[config.mk]
export PLATFORM = sky130hd
export DESIGN_NAME = knxnet_ip_frame_builder_unit
export DESIGN_NICKNAME = d
export VERILOG_FILES = /design/src/knxb_pkg.sv /design/src/knxb_dpt9_enc.sv /design/src/knxb_byte_mux.sv /design/src/knxnet_ip_frame_builder_unit.sv
export SDC_FILE = /design/constraint.sdc
export NUM_CORES = 1
export LEC_CHECK = 0
export BUFFER_PORTS_ARGS = -buffer_cell sky130_fd_sc_hd__clkbuf_2
export CAP_MARGIN = 20
export CORE_UTILIZATION = 45
export DETAILED_ROUTE_END_ITERATION = 12
export GPL_TIMING_DRIVEN = 0
export PLACE_DENSITY_LB_ADDON = 0.25
export SLEW_MARGIN = 30
export SYNTH_ARGS = -nofsm -noshare
export SYNTH_HDL_FRONTEND = slang
export SYNTH_SLANG_ARGS = --single-unit
[constraint.sdc]
create_clock -name clk_i -period 6.2 [get_ports clk_i]
set_input_delay 1.24 -clock clk_i [delete_from_list [all_inputs] [get_ports clk_i]]
set_output_delay 1.24 -clock clk_i [all_outputs]
set_load 0.005 [all_outputs]
[src/knxb_pkg.sv]
package knxb_pkg;

  // frame kinds as carried on the request tuser
  typedef enum logic [1:0] {
    KIND_ROUTING    = 2'd0,
    KIND_TUNNEL     = 2'd1,
    KIND_CONNECT    = 2'd2,
    KIND_DISCONNECT = 2'd3
  } kind_e;

  // register indexes (byte address = 4 * index)
  typedef enum logic [2:0] {
    REG_SRC_ADDR  = 3'd0,
    REG_GROUP_TGT = 3'd1,
    REG_LOCAL_IP  = 3'd2,
    REG_UDP_PORT  = 3'd3,
    REG_NAT_MODE  = 3'd4
  } reg_idx_e;

  localparam int unsigned IdxW = 5;

  // frame lengths in bytes
  localparam logic [IdxW-1:0] LenRouting    = 5'd19;
  localparam logic [IdxW-1:0] LenTunnel     = 5'd23;
  localparam logic [IdxW-1:0] LenConnect    = 5'd26;
  localparam logic [IdxW-1:0] LenDisconnect = 5'd16;

  // KNXnet/IP header
  localparam logic [7:0]  HdrSize        = 8'h06;
  localparam logic [7:0]  ProtoVer       = 8'h10;
  localparam logic [15:0] SvcRoutingInd  = 16'h0530;
  localparam logic [15:0] SvcTunnelReq   = 16'h0420;
  localparam logic [15:0] SvcConnectReq  = 16'h0205;
  localparam logic [15:0] SvcDisconnReq  = 16'h0209;

  // cEMI / connection header / CRI
  localparam logic [7:0] CemiLDataInd    = 8'h29;
  localparam logic [7:0] CemiLDataReq    = 8'h11;
  localparam logic [7:0] ConnHdrLen      = 8'h04;
  localparam logic [7:0] CriLen          = 8'h04;
  localparam logic [7:0] CriTunnelConn   = 8'h04;
  localparam logic [7:0] CriLinkLayer    = 8'h02;

  // telegram
  localparam logic [7:0] Ctrl1           = 8'hBC;
  localparam logic [7:0] Ctrl2           = 8'hE0;
  localparam logic [7:0] NpduLen         = 8'h03;
  localparam logic [7:0] ApciGrpWrite    = 8'h80;

  // HPAI
  localparam logic [7:0] HpaiLen         = 8'h08;
  localparam logic [7:0] HpaiUdp         = 8'h01;

  typedef struct packed {
    logic [15:0] source_address;
    logic [15:0] group_target;
    logic [31:0] local_ip;
    logic [15:0] server_udp_port;
    logic        nat_mode;
  } cfg_t;

  typedef struct packed {
    kind_e       kind;
    logic [7:0]  channel_id;
    logic [7:0]  sequence_number;
    logic [15:0] dpt9;
  } frame_t;

  function automatic logic [IdxW-1:0] last_idx(kind_e k);
    logic [IdxW-1:0] r;
    case (k)
      KIND_ROUTING:    r = LenRouting - 5'd1;
      KIND_TUNNEL:     r = LenTunnel - 5'd1;
      KIND_CONNECT:    r = LenConnect - 5'd1;
      KIND_DISCONNECT: r = LenDisconnect - 5'd1;
      default:         r = LenConnect - 5'd1;
    endcase
    return r;
  endfunction

endpackage

[src/knxb_dpt9_enc.sv]
// tenths of a degree -> value*10 -> DPT 9 half float (4-bit exp, 12-bit mantissa)
module knxb_dpt9_enc
  import knxb_pkg::*;
(
  input  logic signed [15:0] temperature_i,
  output logic [15:0]        dpt9_o
);

  logic        neg;
  logic [15:0] mag;
  logic [18:0] mag10;
  logic [3:0]  expo;
  logic [18:0] shifted;
  logic [11:0] mant;

  assign neg   = temperature_i[15];
  assign mag   = neg ? 16'(~temperature_i + 16'sd1) : temperature_i;
  assign mag10 = (19'(mag) << 3) + (19'(mag) << 1);

  // exponent is one past the top set bit above bit 10
  always_comb begin
    expo = 4'd0;
    for (int k = 0; k < 8; k++) begin
      if (mag10[11+k]) expo = 4'(k + 1);
    end
  end

  assign shifted = mag10 >> expo;
  assign mant    = neg ? 12'(~{1'b0, shifted[10:0]} + 12'd1) : {1'b0, shifted[10:0]};
  assign dpt9_o  = {mant[11], expo, mant[10:0]};

endmodule

[src/knxb_byte_mux.sv]
// picks frame byte idx_i for the held request
module knxb_byte_mux
  import knxb_pkg::*;
(
  input  frame_t          frm_i,
  input  cfg_t            cfg_i,
  input  logic [IdxW-1:0] idx_i,
  output logic [7:0]      byte_o
);

  logic [IdxW-1:0] rt_tel;
  logic [IdxW-1:0] tn_tel;
  logic [IdxW-1:0] cn_ep0;
  logic [IdxW-1:0] cn_ep1;
  logic [IdxW-1:0] dc_ep;

  assign rt_tel = idx_i - 5'd8;
  assign tn_tel = idx_i - 5'd12;
  assign cn_ep0 = idx_i - 5'd6;
  assign cn_ep1 = idx_i - 5'd14;
  assign dc_ep  = idx_i - 5'd8;

  function automatic logic [7:0] hdr_byte(logic [2:0] i, logic [15:0] svc,
                                          logic [IdxW-1:0] len);
    logic [7:0] b;
    case (i)
      3'd0:    b = HdrSize;
      3'd1:    b = ProtoVer;
      3'd2:    b = svc[15:8];
      3'd3:    b = svc[7:0];
      3'd4:    b = 8'h00;
      3'd5:    b = 8'(len);
      default: b = 8'h00;
    endcase
    return b;
  endfunction

  function automatic logic [7:0] tel_byte(logic [3:0] i, cfg_t c, logic [15:0] f);
    logic [7:0] b;
    case (i)
      4'd0:    b = Ctrl1;
      4'd1:    b = Ctrl2;
      4'd2:    b = c.source_address[15:8];
      4'd3:    b = c.source_address[7:0];
      4'd4:    b = c.group_target[15:8];
      4'd5:    b = c.group_target[7:0];
      4'd6:    b = NpduLen;
      4'd7:    b = 8'h00;
      4'd8:    b = ApciGrpWrite;
      4'd9:    b = f[15:8];
      4'd10:   b = f[7:0];
      default: b = 8'h00;
    endcase
    return b;
  endfunction

  function automatic logic [7:0] ep_byte(logic [2:0] i, cfg_t c, logic zero);
    logic [31:0] ip;
    logic [15:0] port;
    logic [7:0]  b;
    ip   = zero ? 32'd0 : c.local_ip;
    port = zero ? 16'd0 : c.server_udp_port;
    case (i)
      3'd0:    b = HpaiLen;
      3'd1:    b = HpaiUdp;
      3'd2:    b = ip[7:0];
      3'd3:    b = ip[15:8];
      3'd4:    b = ip[23:16];
      3'd5:    b = ip[31:24];
      3'd6:    b = port[15:8];
      3'd7:    b = port[7:0];
      default: b = 8'h00;
    endcase
    return b;
  endfunction

  always_comb begin
    byte_o = 8'h00;
    case (frm_i.kind)
      KIND_ROUTING: begin
        if (idx_i < 5'd6)       byte_o = hdr_byte(idx_i[2:0], SvcRoutingInd, LenRouting);
        else if (idx_i == 5'd6) byte_o = CemiLDataInd;
        else if (idx_i == 5'd7) byte_o = 8'h00;
        else                    byte_o = tel_byte(rt_tel[3:0], cfg_i, frm_i.dpt9);
      end
      KIND_TUNNEL: begin
        if (idx_i < 5'd6)        byte_o = hdr_byte(idx_i[2:0], SvcTunnelReq, LenTunnel);
        else if (idx_i == 5'd6)  byte_o = ConnHdrLen;
        else if (idx_i == 5'd7)  byte_o = frm_i.channel_id;
        else if (idx_i == 5'd8)  byte_o = frm_i.sequence_number;
        else if (idx_i == 5'd9)  byte_o = 8'h00;
        else if (idx_i == 5'd10) byte_o = CemiLDataReq;
        else if (idx_i == 5'd11) byte_o = 8'h00;
        else                     byte_o = tel_byte(tn_tel[3:0], cfg_i, frm_i.dpt9);
      end
      KIND_CONNECT: begin
        if (idx_i < 5'd6)        byte_o = hdr_byte(idx_i[2:0], SvcConnectReq, LenConnect);
        else if (idx_i < 5'd14)  byte_o = ep_byte(cn_ep0[2:0], cfg_i, cfg_i.nat_mode);
        else if (idx_i < 5'd22)  byte_o = ep_byte(cn_ep1[2:0], cfg_i, cfg_i.nat_mode);
        else if (idx_i == 5'd22) byte_o = CriLen;
        else if (idx_i == 5'd23) byte_o = CriTunnelConn;
        else if (idx_i == 5'd24) byte_o = CriLinkLayer;
        else                     byte_o = 8'h00;
      end
      KIND_DISCONNECT: begin
        if (idx_i < 5'd6)       byte_o = hdr_byte(idx_i[2:0], SvcDisconnReq, LenDisconnect);
        else if (idx_i == 5'd6) byte_o = frm_i.channel_id;
        else if (idx_i == 5'd7) byte_o = 8'h00;
        else                    byte_o = ep_byte(dc_ep[2:0], cfg_i, 1'b0);
      end
      default: byte_o = 8'h00;
    endcase
  end

endmodule

[src/knxnet_ip_frame_builder_unit.sv]
// Channel   | Dir | Group          | Content
// request   | in  | s_axis_*       | tuser: kind; tdata: temperature, channel, sequence
// frame     | out | m_axis_*       | tdata: frame byte; tlast: final byte of the frame
// config    | in  | APB (psel ...) | five registers at byte address 4*index
//
// One frame byte leaves per cycle unless m_axis_tready stalls: a frame has 16, 19, 23 or 26 bytes
// (disconnect, routing, tunneling, connect), set by the byte counter over the request register.
// The next request is taken in the cycle the last byte moves to the output register, so frames
// stream without gaps. The first byte passes the request register, then the output register.
// Reset clears both valid flags, the counter and the configuration registers; data regs are not.
// A stall on m_axis_tready holds both registers; s_axis_tready stays low until the last byte goes.
module knxnet_ip_frame_builder_unit
  import knxb_pkg::*;
(
  input  logic        clk_i,
  input  logic        rst_ni,
  // request stream
  input  logic        s_axis_tvalid,
  output logic        s_axis_tready,
  input  logic [31:0] s_axis_tdata,  // [15:0] temperature, [23:16] channel_id,
                                     // [31:24] sequence_number
  input  logic [1:0]  s_axis_tuser,  // [1:0] kind
  // frame byte stream
  output logic        m_axis_tvalid,
  input  logic        m_axis_tready,
  output logic [7:0]  m_axis_tdata,  // [7:0] frame_byte
  output logic        m_axis_tlast,
  // configuration
  input  logic        psel,
  input  logic        penable,
  input  logic        pwrite,
  input  logic [4:0]  paddr,
  input  logic [31:0] pwdata,
  output logic [31:0] prdata,
  output logic        pready
);

  // --- configuration registers ---
  cfg_t     cfg_q;
  reg_idx_e reg_sel;
  logic     cfg_wr;

  assign pready  = 1'b1;
  assign reg_sel = reg_idx_e'(paddr[4:2]);
  assign cfg_wr  = psel && penable && pwrite;

  always_ff @(posedge clk_i or negedge rst_ni) begin
    if (!rst_ni) begin
      cfg_q <= '0;
    end else if (cfg_wr) begin
      case (reg_sel)
        REG_SRC_ADDR:  cfg_q.source_address  <= pwdata[15:0];
        REG_GROUP_TGT: cfg_q.group_target    <= pwdata[15:0];
        REG_LOCAL_IP:  cfg_q.local_ip        <= pwdata;
        REG_UDP_PORT:  cfg_q.server_udp_port <= pwdata[15:0];
        REG_NAT_MODE:  cfg_q.nat_mode        <= pwdata[0];
        default: ;
      endcase
    end
  end

  always_comb begin
    case (reg_sel)
      REG_SRC_ADDR:  prdata = {16'd0, cfg_q.source_address};
      REG_GROUP_TGT: prdata = {16'd0, cfg_q.group_target};
      REG_LOCAL_IP:  prdata = cfg_q.local_ip;
      REG_UDP_PORT:  prdata = {16'd0, cfg_q.server_udp_port};
      REG_NAT_MODE:  prdata = {31'd0, cfg_q.nat_mode};
      default:       prdata = 32'd0;
    endcase
  end

  // --- request register: float is encoded on the way in ---
  frame_t          frm_q, frm_d;
  logic            frm_vld_q;
  logic [IdxW-1:0] idx_q;
  logic [15:0]     dpt9;
  logic            in_req;
  logic            advance;
  logic            is_last;
  logic [7:0]      cur_byte;

  knxb_dpt9_enc u_enc (
    .temperature_i (s_axis_tdata[15:0]),
    .dpt9_o        (dpt9)
  );

  assign frm_d.kind            = kind_e'(s_axis_tuser);
  assign frm_d.channel_id      = s_axis_tdata[23:16];
  assign frm_d.sequence_number = s_axis_tdata[31:24];
  assign frm_d.dpt9            = dpt9;

  // output register free or draining this cycle
  assign advance       = frm_vld_q && (!m_axis_tvalid || m_axis_tready);
  assign is_last       = (idx_q == last_idx(frm_q.kind));
  assign s_axis_tready = !frm_vld_q || (advance && is_last);
  assign in_req        = s_axis_tvalid && s_axis_tready;

  always_ff @(posedge clk_i or negedge rst_ni) begin
    if (!rst_ni) begin
      frm_vld_q <= 1'b0;
      idx_q     <= '0;
    end else if (in_req) begin
      frm_vld_q <= 1'b1;
      idx_q     <= '0;
    end else if (advance && is_last) begin
      frm_vld_q <= 1'b0;
      idx_q     <= '0;
    end else if (advance) begin
      idx_q     <= idx_q + 5'd1;
    end
  end

  always_ff @(posedge clk_i) begin
    if (in_req) frm_q <= frm_d;
  end

  knxb_byte_mux u_mux (
    .frm_i  (frm_q),
    .cfg_i  (cfg_q),
    .idx_i  (idx_q),
    .byte_o (cur_byte)
  );

  // --- output register ---
  logic       out_vld_q;
  logic [7:0] out_byte_q;
  logic       out_last_q;

  always_ff @(posedge clk_i or negedge rst_ni) begin
    if (!rst_ni) begin
      out_vld_q <= 1'b0;
    end else if (advance) begin
      out_vld_q <= 1'b1;
    end else if (m_axis_tready) begin
      out_vld_q <= 1'b0;
    end
  end

  always_ff @(posedge clk_i) begin
    if (advance) begin
      out_byte_q <= cur_byte;
      out_last_q <= is_last;
    end
  end

  assign m_axis_tvalid = out_vld_q;
  assign m_axis_tdata  = out_byte_q;
  assign m_axis_tlast  = out_last_q;

endmodule

# After elaboration in Yosys (flattened, before gate mapping)
# Cells that the tools add are included.
# totals
regBits,131
elab_cells,165
# op_classes
bitwise,2
addsub,8
mux,50
n_shift,1
n_reduce_logical,26
n_eq_ne,60
magnitude_cmp,3
# ops
cell,count
$pmux W8 S8,3
$pmux W32 S5,1
$pmux W8 S10,2
$mux W8,18
$pmux W6 S5,2
$eq A3 B3 Y1 const B,14
$pmux W5 S4,2
$mux W16,2
$mux W32,1
$pmux W8 S4,1
$eq A3 B2 Y1 const B,10
$mux W4,7
$pmux W5 S5,1
$eq A4 B3 Y1 const B,6
$eq A4 B4 Y1 const B,6
$eq A5 B4 Y1 const B,4
$add A19 B17 Y19,1
$shr A19 B4 Y11,1
$add A16 B2 Y16 const B,1
$eq A4 B2 Y1 const B,4
$not A16 Y16,1
$eq A3 B1 Y1 const B,5
$eq A5 B5 Y1 const B,3
$logic_not A3 Y1,5
26 further kinds,49

# Longest topological paths before layout
# logic_depth
ltp_word,16
ltp_mapped,27

# Hierarchy
# A second synthesis with hierarchy kept.
# hier_totals
cells_unflattened,1239
hier_area_um2,11419.7
# modules_own_cells
mod,seq_area_each_um2,area_per_inst_um2,instances,cells_each
knxnet_ip_frame_builder_unit,3493.4,5482.8,1,344
knxb_dpt9_enc,0.0,3090.5,1,457
knxb_byte_mux,0.0,2846.5,1,438

# Worst setup path before layout
# Ideal clock, no wire load.
# synth_timing
path_kind,in2reg
start,in s_axis_tdata[15]
end,"reg frm_q[15] (netlist bit), data pin"
stages,22
slack_ns,-0.547
arrival_ns,6.483
setup_ns,0.264
path_cell_list,clkbuf_1 clkbuf_1 clkbuf_1 clkbuf_1 nand2_1 xnor2_1 ha_1 nor2b_1 nor2_1 nor3b_1 o311ai_1 a31oi_2 or3_1 a211o_1 a211oi_4 nor2_2 a221o_1 a32oi_2 o2111ai_1 nand2b_4 or3_1 o41a_1
# synth_via
word_cells_on_any_way,15
classes_between,3 x add/sub; 1 x shift; 9 x mux; 2 x bitwise
# synth_rtl
element,line,source
start: declaration,knxnet_ip_frame_builder_unit.sv:20,"input logic [31:0] s_axis_tdata,"
$mux W16 *,knxb_dpt9_enc.sv:17,assign mag = neg ? 16'(~temperature_i + 16'sd1) : temperature_i;
$add A19 B17 Y19 *,knxb_dpt9_enc.sv:18,assign mag10 = (19'(mag) << 3) + (19'(mag) << 1);
$mux W4 (6 in series),knxb_dpt9_enc.sv:24,if (mag10[11+k]) expo = 4'(k + 1);
$mux W4 *,knxb_dpt9_enc.sv:24,
named net dpt9[12],knxnet_ip_frame_builder_unit.sv:77,logic [15:0] dpt9;
$shr A19 B4 Y11 *,knxb_dpt9_enc.sv:28,assign shifted = mag10 >> expo;
$not A11 Y12 *,knxb_dpt9_enc.sv:29,"assign mant = neg ? 12'(~{1'b0, shifted[10:0]} + 12'd1) : {1'b0, shifted[10:0]};"
$add A12 B1 Y12 *,knxb_dpt9_enc.sv:29,
end signal: assignment,knxnet_ip_frame_builder_unit.sv:115,if (in_req) frm_q <= frm_d;
end: declaration,knxnet_ip_frame_builder_unit.sv:74,"frame_t frm_q, frm_d;"
# Mark *: on every way through the listed nets, which the timed path passes. The rest lies on a longest branch.
# A chain may end at the register's enable or synchronous reset.

# Worst setup path in the final report
# layout_timing
start,in s_axis_tdata[3]
end,"reg frm_q[15] (netlist bit), data pin"
# layout_via
elab_chain_cells,15
# layout_rtl
element,line
$not A16 Y16,knxb_dpt9_enc.sv:17
$add A16 B2 Y16,knxb_dpt9_enc.sv:17
$mux W16 *,knxb_dpt9_enc.sv:17
$add A19 B17 Y19 *,knxb_dpt9_enc.sv:18
$mux W1,knxb_dpt9_enc.sv:24
$mux W4 (7 in series),knxb_dpt9_enc.sv:24
$shr A19 B4 Y11 *,knxb_dpt9_enc.sv:28
$not A11 Y12 *,knxb_dpt9_enc.sv:29
$add A12 B1 Y12 *,knxb_dpt9_enc.sv:29
# Every way passes the cells marked *; elsewhere a longest branch is shown, timed or not.

==> impl_results.md <==
- Outcome: finished clean
- # H-tree levels: 4
- Worst Setup Start Kind: primary input
- Crit. Startpoint: s_axis_tdata[3]
- Initial antenna violation count: 0
- DRT antenna net count: 0
- CP Capture Point: frm_q[15]
- Synth Cell Area: 10300 sq um
- Layout overhead on the synthesized area: 28.0%
- Mean Syn Cell Area: 9.25 sq um
- Share of the synthesized area in the top cell type: 21.3%
- Tightest Pin Transition: 929 ps
- I/O Buffers: 116
- # IOs: 122
- Yosys warning count: 0
- Cell count after placement: 1519
- Final Max Slew Viols: 0
- Top cells by area, synth: dfrtp_1, edfxtp_1, mux2_2
- Post-DR wirelength/cell: 24.0 um
- Required @ worst endpoint: 6380 ps
- Final Core Density: 58.6%
- FFs w/ async S/R, synth: 67.2%
- First-pass GRT wire length: 58.9 mm
- Num rows: 55
- Crit path max fanout: 6
- Lkg Pwr: 5.29 nW
- Power Density: 400 nW/um^2
- Max Buffers Root-to-Sink: 2
- Most frequent cell after synthesis: dfrtp_1
- TritonCTS Sinks: 131
- Total GRT Usage: 32.4%
- CTS tree: yes
- CTS Buf Count: 17
- Max Clk Rate: 163 MHz
- Clk_skew: 9.71 ps
- Routed via count: 10.8k
- Clock slew at reported path FFs: 60 ps
- Register area share after synthesis: 33.8%
- Slew margin rel.: 37.6%
- Total die area: 23600 sq um
- Die height: 154 um
- Min cycle time layout: 6130 ps
- DR vias/cell: 6.67
- MaxCap Viol Count: 0
- Reg2reg setup slack: 1790 ps
- Final Hold Violating Endpoints: 0
- Design Power: 5.29 mW
- WL final: 38.7 mm
- Yosys reg bits: 131
- FF-to-FF End: m_axis_tdata[4]
- Nets: 1415
- R2R cell count: 14
- Commonest cells post-synth: dfrtp_1, mux2_2, nand2_1
- Max IR drop VDD: 0.000211 V
- Detailed Routing Iterations Pass 1: 10
- Post-Synthesis Net Count: 1215
- CORE AREA: 22600 sq um
- Post-Route Setup TNS: 0 ps
- WHS Path Cells: 2
- Arr. time, crit path: 6310 ps
- Final Non-Filler Cells: 1615
- Clock latency on the worst-skew pair: 440 ps
- Chip Width: 154 um
- Final Setup Violations: 0
- Syn Inst Count: 1117
- Synth Flop Type: dfrtp_1
- Share of layout cells above drive strength 1: 34.1%
- Final worst-path cycle share: 98.9%
- Detailed Place HPWL: 28.1 mm
- Worst R2R Start: idx_q[2]
- Hold Path Class: flip-flop to flip-flop
- Crit end category: flip-flop
- Post-synth EDFFs: 43
- Crit Path Class: primary input to flip-flop
- Antenna Cells: 0
- DR iter-0 viols: 1433
- Largest net degree at the start of global routing: 70
- Yosys top cell by area: dfrtp_1
- Hold slack: 508 ps
- Starting Density: 45.8%
- Final GP Congestion: 0.987
- DRC viols: 0
- Clock tree root driver cell: clkbuf_16
- Vias in the first global route: 10.2k
- Post-synth cell types: 89
- GR Overflow Total: 0
==> cell type report <==
cell class | instances | area (sq um)
clock inverters | 13 | 97.6
well taps | 285 | 357
plain buffers | 83 | 449
inverters | 33 | 129
multi-input cells | 865 | 7060
fillers | 1978 | 9340
clock buffers | 19 | 454
flip-flops and latches | 131 | 3490
repair buffers | 186 | 1190
==> kinds of logic after synthesis <==
logic type | synth area share, %
AO/OA/AOI/OAI | 25.8
AND/OR/NAND/NOR | 16.2
flip-flops | 33.8
buffers and inverters | 4.75
other | 0.0363
adder cells (fa/ha/maj) | 2.69
multiplexers | 13.4
XOR/XNOR | 3.29
==> flip-flops by register name, indices dropped and copies added, names as in the netlist <==
register and flops:
cfg_q 81, m_axis_tdata 8, m_axis_tlast 1, m_axis_tvalid 1
frm_vld_q 1, idx_q 5, frm_q 34
==> stage by stage <==
stage,area (sq um),setup slack [ps]
final,13200,67.9
after floorplan,10400,-65.5
after CTS,12400,11.1
after detailed placement,11400,-1410
after global routing,13200,-86.2
after global placement,11400,-1320
==> cells in the final DEF (no fill, tap or decap), types with 8 or more instances in the layout <==
cell type / synthesis / final
nand3_1: 23 / 21
mux2_2: 85 / 85
ha_1: 19 / 10
a221o_1: 8 / 8
nor2_1: 69 / 67
a221oi_1: 27 / 27
and2_1: 37 / 36
a21oi_1: 68 / 62
nor3_2: 0 / 10
nand2_1: 77 / 72
a222oi_1: 13 / 13
o2111ai_1: 10 / 9
or3_1: 12 / 9
clkbuf_1: 69 / 57
a31oi_1: 15 / 15
o21ai_0: 66 / 60
buf_6: 3 / 9
buf_4: 2 / 68
and3_1: 9 / 8
xor2_1: 10 / 9
nand2b_1: 10 / 9
a22o_1: 14 / 14
buf_1: 9 / 8
inv_1: 32 / 28
a22oi_1: 22 / 22
dfrtp_1: 88 / 88
mux4_2: 15 / 15
nor3_1: 33 / 22
clkbuf_2: 0 / 114
a211oi_1: 16 / 14
nor2b_1: 10 / 9
edfxtp_1: 43 / 43
o211ai_1: 15 / 15
xnor2_1: 27 / 18
clkbuf_16: 0 / 21
==> worst max-delay path: stages <==
cell       delay (ps)
buf_4             140
nor4_4            380
buf_4             230
a21oi_4            80
xor2_4            240
ha_4              240
buf_4             140
nor3b_4           150
o311ai_4          370
a31oi_4           160
or3_4             420
a211o_1           350
a211oi_4          280
buf_6             170
buf_6             120
o21ai_2            60
nor4b_4           140
nor4_4            300
o2111ai_2         180
nand2b_4          180
or3_1             310
o41a_1            430
==> how the worst min path moves through the flow <==
stage               from            end
2_1_floorplan  frm_vld_q  m_axis_tvalid
3_3_place_gp   frm_vld_q  m_axis_tvalid
3_5_place_dp   frm_vld_q  m_axis_tvalid
4_1_cts        frm_vld_q  m_axis_tvalid
5_1_grt        frm_vld_q  m_axis_tvalid
6_report       frm_vld_q  m_axis_tvalid
==> timing repair <==
action                                  CTS  global route
pin swaps                                20            49
endpoints found under the setup margin   12            10
hold buffers                              0             0
setup buffers                            20            50
gates cloned                              0             1
resized for setup                        51           111
==> layer usage <==
metal / global-route usage [%] / routed length (um)
met1: 41.5 / 15400
met2: 53.9 / 18600
met3: 5.92 / 3120
met4: 13.1 / 1560
met5: 0 / 0
==> report_power, final <==
part / switching, mW / internal (mW) / total (mW)
clock network: 0.433 / 0.539 / 0.972
logic: 1.84 / 1.22 / 3.06
registers: 0.185 / 1.07 / 1.26
Power figures use the tool's default switching activity.
